<file path="src/hw/rtl/elsm_pkg.sv">
// ============================================================================
// elsm_pkg
// Shared types and constants of the event latency statistics monitor.
// ============================================================================
package elsm_pkg;

  // Timer ticks per millisecond and PCM bytes per millisecond (powers of two)
  localparam int unsigned TicksPerMs = 16;
  localparam int unsigned BytesPerMs = 32;
  localparam int unsigned TickShift  = $clog2(TicksPerMs);
  localparam int unsigned ByteShift  = $clog2(BytesPerMs);
  localparam int unsigned ClampMs    = 60000;

  localparam int unsigned NumAcc   = 7;
  localparam int unsigned NumStamp = 5;
  localparam int unsigned NumCnt   = 4;
  localparam int unsigned NumPend  = 4;

  typedef logic [2:0] acc_idx_t;
  typedef logic [2:0] slot_idx_t;
  typedef logic [1:0] cnt_idx_t;

  // Start stamp slots; slots 0..3 also own a pending bit
  localparam slot_idx_t SlotCapture = 3'd0;
  localparam slot_idx_t SlotExtraQ  = 3'd1;
  localparam slot_idx_t SlotExtraBt = 3'd2;
  localparam slot_idx_t SlotCmdQ    = 3'd3;
  localparam slot_idx_t SlotRecv    = 3'd4;

  // Accumulators
  localparam acc_idx_t AccCapSend = 3'd0;
  localparam acc_idx_t AccExtraBt = 3'd1;
  localparam acc_idx_t AccBtTx    = 3'd2;
  localparam acc_idx_t AccCmd     = 3'd3;
  localparam acc_idx_t AccRecvPut = 3'd4;
  localparam acc_idx_t AccRxBuf   = 3'd5;
  localparam acc_idx_t AccPlayBuf = 3'd6;

  // Event counters
  localparam cnt_idx_t CntExtra    = 2'd0;
  localparam cnt_idx_t CntCmd      = 2'd1;
  localparam cnt_idx_t CntUnderrun = 2'd2;
  localparam cnt_idx_t CntTxFail   = 2'd3;

  // Read index codes: last accumulator code, first and last counter codes
  localparam logic [3:0] ReadCntBase = 4'd7;
  localparam logic [3:0] ReadCntLast = 4'd10;
  localparam logic [3:0] ReadAccLast = 4'd6;

  typedef enum logic [3:0] {
    REQ_CAPTURE_DONE = 4'd0,
    REQ_SEND_BEGIN   = 4'd1,
    REQ_EXTRA_QUEUED = 4'd2,
    REQ_BT_SENT      = 4'd3,
    REQ_TX_HANDLED   = 4'd4,
    REQ_CMD_DONE     = 4'd5,
    REQ_RECV_BEGIN   = 4'd6,
    REQ_RECV_PUT     = 4'd7,
    REQ_PLAY_OK      = 4'd8,
    REQ_UNDERRUN     = 4'd9,
    REQ_CLEAR        = 4'd10,
    REQ_READ         = 4'd11
  } elsm_req_e;

  typedef struct packed {
    logic [3:0]  req_type;
    logic [31:0] now_ticks;
    logic        event_flag;
    logic [31:0] buffer_bytes;
    logic [3:0]  stat_index;
  } elsm_req_t;

  typedef struct packed {
    logic [31:0] stat_count;
    logic [31:0] stat_sum;
    logic [15:0] stat_min;
    logic [15:0] stat_max;
    logic [31:0] event_total;
  } elsm_rsp_t;

  // One sample headed for an accumulator, unclamped
  typedef struct packed {
    logic        en;
    acc_idx_t    idx;
    logic [31:0] ms;
  } elsm_sample_t;

  // Read data of one accumulator
  typedef struct packed {
    logic [31:0] count;
    logic [31:0] sum;
    logic [15:0] min;
    logic [15:0] max;
  } elsm_acc_rd_t;

endpackage

</file>
<file path="src/hw/rtl/elsm_acc_bank.sv">
// ============================================================================
// elsm_acc_bank
// Seven count/sum/min/max accumulators with two sample ports and a clear.
// ============================================================================
module elsm_acc_bank
  import elsm_pkg::*;
(
  input  logic         clk_i,
  input  logic         rst_ni,
  input  logic         clear_i,
  input  elsm_sample_t smp_a_i,
  input  elsm_sample_t smp_b_i,
  input  acc_idx_t     rd_idx_i,
  output elsm_acc_rd_t rd_o
);

  logic [31:0] count_q [NumAcc];
  logic [31:0] sum_q   [NumAcc];
  logic [15:0] min_q   [NumAcc];
  logic [15:0] max_q   [NumAcc];

  for (genvar k = 0; k < NumAcc; k++) begin : g_acc
    logic        hit_a;
    logic        hit_b;
    logic [31:0] raw_ms;
    logic [15:0] ms;

    assign hit_a  = smp_a_i.en && (smp_a_i.idx == acc_idx_t'(k));
    assign hit_b  = smp_b_i.en && (smp_b_i.idx == acc_idx_t'(k));
    assign raw_ms = hit_a ? smp_a_i.ms : smp_b_i.ms;
    assign ms     = (raw_ms > 32'(ClampMs)) ? 16'(ClampMs) : raw_ms[15:0];

    always_ff @(posedge clk_i or negedge rst_ni) begin
      if (!rst_ni) begin
        count_q[k] <= '0;
        sum_q[k]   <= '0;
        min_q[k]   <= '0;
        max_q[k]   <= '0;
      end else if (clear_i) begin
        count_q[k] <= '0;
        sum_q[k]   <= '0;
        min_q[k]   <= '0;
        max_q[k]   <= '0;
      end else if (hit_a || hit_b) begin
        count_q[k] <= count_q[k] + 32'd1;
        sum_q[k]   <= sum_q[k] + {16'd0, ms};
        // first sample after an empty (or wrapped) count seeds both bounds
        if (count_q[k] == '0) begin
          min_q[k] <= ms;
          max_q[k] <= ms;
        end else begin
          if (ms < min_q[k]) min_q[k] <= ms;
          if (ms > max_q[k]) max_q[k] <= ms;
        end
      end
    end
  end

  always_comb begin
    rd_o = '0;
    if (rd_idx_i < acc_idx_t'(NumAcc)) begin
      rd_o.count = count_q[rd_idx_i];
      rd_o.sum   = sum_q[rd_idx_i];
      rd_o.min   = min_q[rd_idx_i];
      rd_o.max   = max_q[rd_idx_i];
    end
  end

  for (genvar k = 0; k < NumAcc; k++) begin : g_chk
    assert property (@(posedge clk_i) disable iff (!rst_ni)
      min_q[k] <= max_q[k])
      else $error("accumulator min above max");

    assert property (@(posedge clk_i) disable iff (!rst_ni)
      max_q[k] <= 16'(ClampMs))
      else $error("accumulator max above clamp");

    assert property (@(posedge clk_i) disable iff (!rst_ni)
      clear_i |=> (count_q[k] == '0) && (sum_q[k] == '0))
      else $error("clear left an accumulator nonzero");
  end

endmodule

</file>
<file path="config.mk">
export PLATFORM = sky130hd
export DESIGN_NAME = elsm_acc_bank
export DESIGN_NICKNAME = d
export VERILOG_FILES = /design/src/hw/rtl/elsm_pkg.sv /design/src/hw/rtl/elsm_acc_bank.sv
export SDC_FILE = /design/constraint.sdc
export NUM_CORES = 2
export LEC_CHECK = 0
export BUFFER_PORTS_ARGS = -buffer_cell sky130_fd_sc_hd__buf_2
export CAP_MARGIN = 0
export CORE_ASPECT_RATIO = 0.8
export CORE_MARGIN = 2
export CORE_UTILIZATION = 40
export DETAILED_ROUTE_END_ITERATION = 16
export PLACE_DENSITY_LB_ADDON = 0.1
export SYNTH_ARGS = -nofsm -noshare
export SYNTH_HDL_FRONTEND = slang
export SYNTH_SLANG_ARGS = --single-unit
</file>
<file path="constraint.sdc">
create_clock -name clk_i -period 8.9 [get_ports clk_i]
set_input_delay 1.335 -clock clk_i [delete_from_list [all_inputs] [get_ports clk_i]]
set_output_delay 1.335 -clock clk_i [all_outputs]
set_load 0.02 [all_outputs]
</file>
==> results.md <==
* Post-CTS Hold Buffers at 0
* CP Max Fanout at 34
* Net Count, Synth at 6180
* Final hold vios at 0
* WL/cell at 27.9 um
* Syn_area_per_cell at 8.76 um2
* EDFF count, synth at 0
* Slew HR at 18.2%
* Global Route Usage Sum at 31.8%
* CP arrival at 7.17 ns
* Ys flop type: dfrtp_1
* Final Slew Violations at 0
* Synth Area in Simple Gates at 19.9%
* Post-cts resize count at 0
* Post-Route WL at 212000 um
* Fmax at 151 MHz
* Cells after synthesis at 5829
* Unrepaired setup endpoints after global routing: no
* Largest net degree at the start of global routing at 130
* Post-CTS Setup Bufs at 0
* Largest family of logic cells by synthesized area: simple AND/OR/NAND/NOR gates
* P&R area growth vs syn at 10.5%
* Register area at 16800 um2
* Post-route antenna net violation count at 0
* Die height at 324 um
* Pre-CTS setup slack at 1.80 ns
* Post-route setup slack at 2.29 ns
* Share of cells above drive strength 1 at 14.6%
* Final setup fails at 0
* Initial antenna violation count at 21
* Least-Margin Pin Slew at 1.22 ns
* Initial cell density of the core at 40.2%
* Worst vdd ir at 148 uV
* Outcome: finished, final reports clean
* Clock sinks at 672
* Die X at 403 um
* DRC at 0
* Most frequent cells in the layout: dfrtp_1 (672), nand2_1 (644), nor2_1 (523), a21oi_1 (374), o21ai_0 (332)
* CP top delay family: compound AO/OA/AOI/OAI gates
* Max_cap viols at 0
* Mux cell area share after synthesis at 13.6%
* Tmin final at 6.61 ns
* Skew-Pair Late Insertion Delay at 0.72 ns
* Vias in the first global route at 43.0k
* Clock Skew at 0.0393 ns
* Slowest Stage Delay on Critical Path at 1.02 ns
* CP required at 9.45 ns
* H-tree level count at 3
* Setup CP Type: in2reg
* Setup TNS at 0 ns
* First-pass GRT wire length at 306000 um
* Cell Area, Synth at 51100 um2
* Synth area leaders: dfrtp_1 (33%), ha_1 (6.7%), mux2_2 (6.2%)
* Vias post-DR at 47.1k
* CTS tree: built
* Die area at 131000 um2
* I/O Pins at 174
* Non-Filler Instances at 7596
* #FFs+latches synth at 672
* Leakage at 23.7 nW
* Seq/Total Area, Yosys at 32.9%
* Most common cell after layout, fill and taps aside: dfrtp_1
* Filler Cell Count at 12.5k
* Placed cells at 7442
* Clock tree root buffer cell: clkbuf_16
* PD cells at 141 nW/um2
* CP startpoint kind: input pin
* Row count at 117
* Worst Hold Class: reg2reg
* Initial drt markers at 5643
* Yosys warnings at 0
* CP max stage cell: a2111oi_1
* Post-synthesis cell type count at 112
* Element type at the critical path end: register
* CTS clk-pin slew, worst paths at 0.06 ns
* Grt ovf at 0
* Multi-input logic area at 32000 um2
* Layout Nets at 6214
* Synth top area share at 32.9%
* Worst-path cell chain: buf_2 > nor4_1 > nand4_1 > a31oi_1 > mux2_2 > nand2_1 > xnor2_1 > ha_1 > a21o_1 > maj3_1 > maj3_1 > o2111ai_1 > a2111oi_1 > o31ai_2 > nor4b_1 > xnor2_1 > nor2_1
* Num CTS Buffers at 85
* Adder-cell share of the synthesized area at 7.47%
* Area of the core at 127000 um2
* IO buf count at 173
* TritonRoute pass-1 iters at 8
* Async set-reset flop share out of synthesis at 100%
* Clk buf depth at 3
* Period utilisation layout at 74.3%
* Xor-xnor portion of the synthesized cell area at 6.47%
* Synth Area in Compound Gates at 14.9%
* Final Wtd Congestion at 0.998
* Cell taking the most area after synthesis: dfrtp_1
* DR vias/cell at 6.20
* Critical path buffers and inverters at 1
* DP HPWL at 162000 um
-- flip-flops by register name (all words and copies together), names as in the netlist --
name,count
sum_q,224
max_q,112
min_q,112
count_q,224
-- where the power goes --
part,internal (mW),total [mW],switching (mW)
registers,3.13,3.21,0.0808
clock network,1.97,3.47,1.50
logic,0.408,1.27,0.860
total,5.51,7.96,2.45
-- routing by layer --
metal | global-route usage (%) | up-vias | part of all wire [%]
met5 | 0 | - | 0.013
met4 | 9.80 | 4 | 3.4
met3 | 7.82 | 320 | 11
met2 | 42.7 | 2269 | 39
met1 | 49.2 | 23400 | 47
li1 | - | 21100 | -
-- worst paths after layout --
path                                    to       start  cells past startpoint  slack, ns
max in group asynchronous       sum_q[141]      rst_ni                      3       6.25
min in group asynchronous         sum_q[1]      rst_ni                      1       0.62
worst min register to register   max_q[78]   max_q[78]                      1       0.50
worst max register to register   sum_q[55]   sum_q[38]                     12       4.81
worst min-delay path             max_q[78]   max_q[78]                      1       0.50
worst max-delay path            sum_q[186]  smp_a_i[1]                     17       2.29
-- cell usage after synthesis (14+ instances only) --
cell type	number
o41ai_1	19
o211ai_1	38
nor4b_1	22
nor2b_1	29
or4_1	16
xnor2_1	171
ha_1	273
mux2i_1	161
a41oi_1	15
and3_1	86
nor4_1	81
buf_4	14
and4_1	29
a21o_1	58
inv_1	279
xor2_1	206
a21oi_1	376
nor2_1	524
buf_2	42
nand2b_1	21
maj3_1	40
nor3_1	136
buf_1	32
a31oi_1	74
o31ai_1	32
o21a_1	28
nand4_1	108
a211oi_1	36
or3_1	100
and2_1	40
clkbuf_1	238
mux2_2	279
nand3_1	218
nand2_1	644
mux4_2	96
dfrtp_1	672
o21ai_0	334
-- final cells by class --
class                           count  area share, %
Clock inverter                     22          0.377
Timing Repair Buffer              276           3.09
Multi-Input combinational cell   4548           56.7
Tap cell                         1666           3.70
Sequential cell                   672           29.8
Inverter                          280           1.86
Clock buffer                      123           4.42
Antenna cell                        9         0.0399
-- stage by stage --
stage / hold slack [ns] / utilization, % / power [mW] / cell area (um2)
after floorplan: 0.467 / - / 3.98 / 51100
after global placement: 0.487 / 42.3 / 4.50 / 53700
after detailed placement: 0.492 / 42.3 / 4.50 / 53700
after CTS: 0.505 / 44.4 / 7.99 / 56400
after global routing: 0.513 / 44.4 / 8.22 / 56400
final: 0.504 / 44.4 / 7.96 / 56400
-- kinds of logic (layout without fill, tap and decap cells) --
kind of cell	Yosys count	in the layout
multiplexers	538	538
XOR/XNOR	377	377
AND/OR/NAND/NOR	2112	2112
flip-flops	672	672
buffers and inverters	609	701
other	0	9
adder cells (fa/ha/maj)	313	313
AO/OA/AOI/OAI	1208	1208
(Power assumes the default switching activity.)
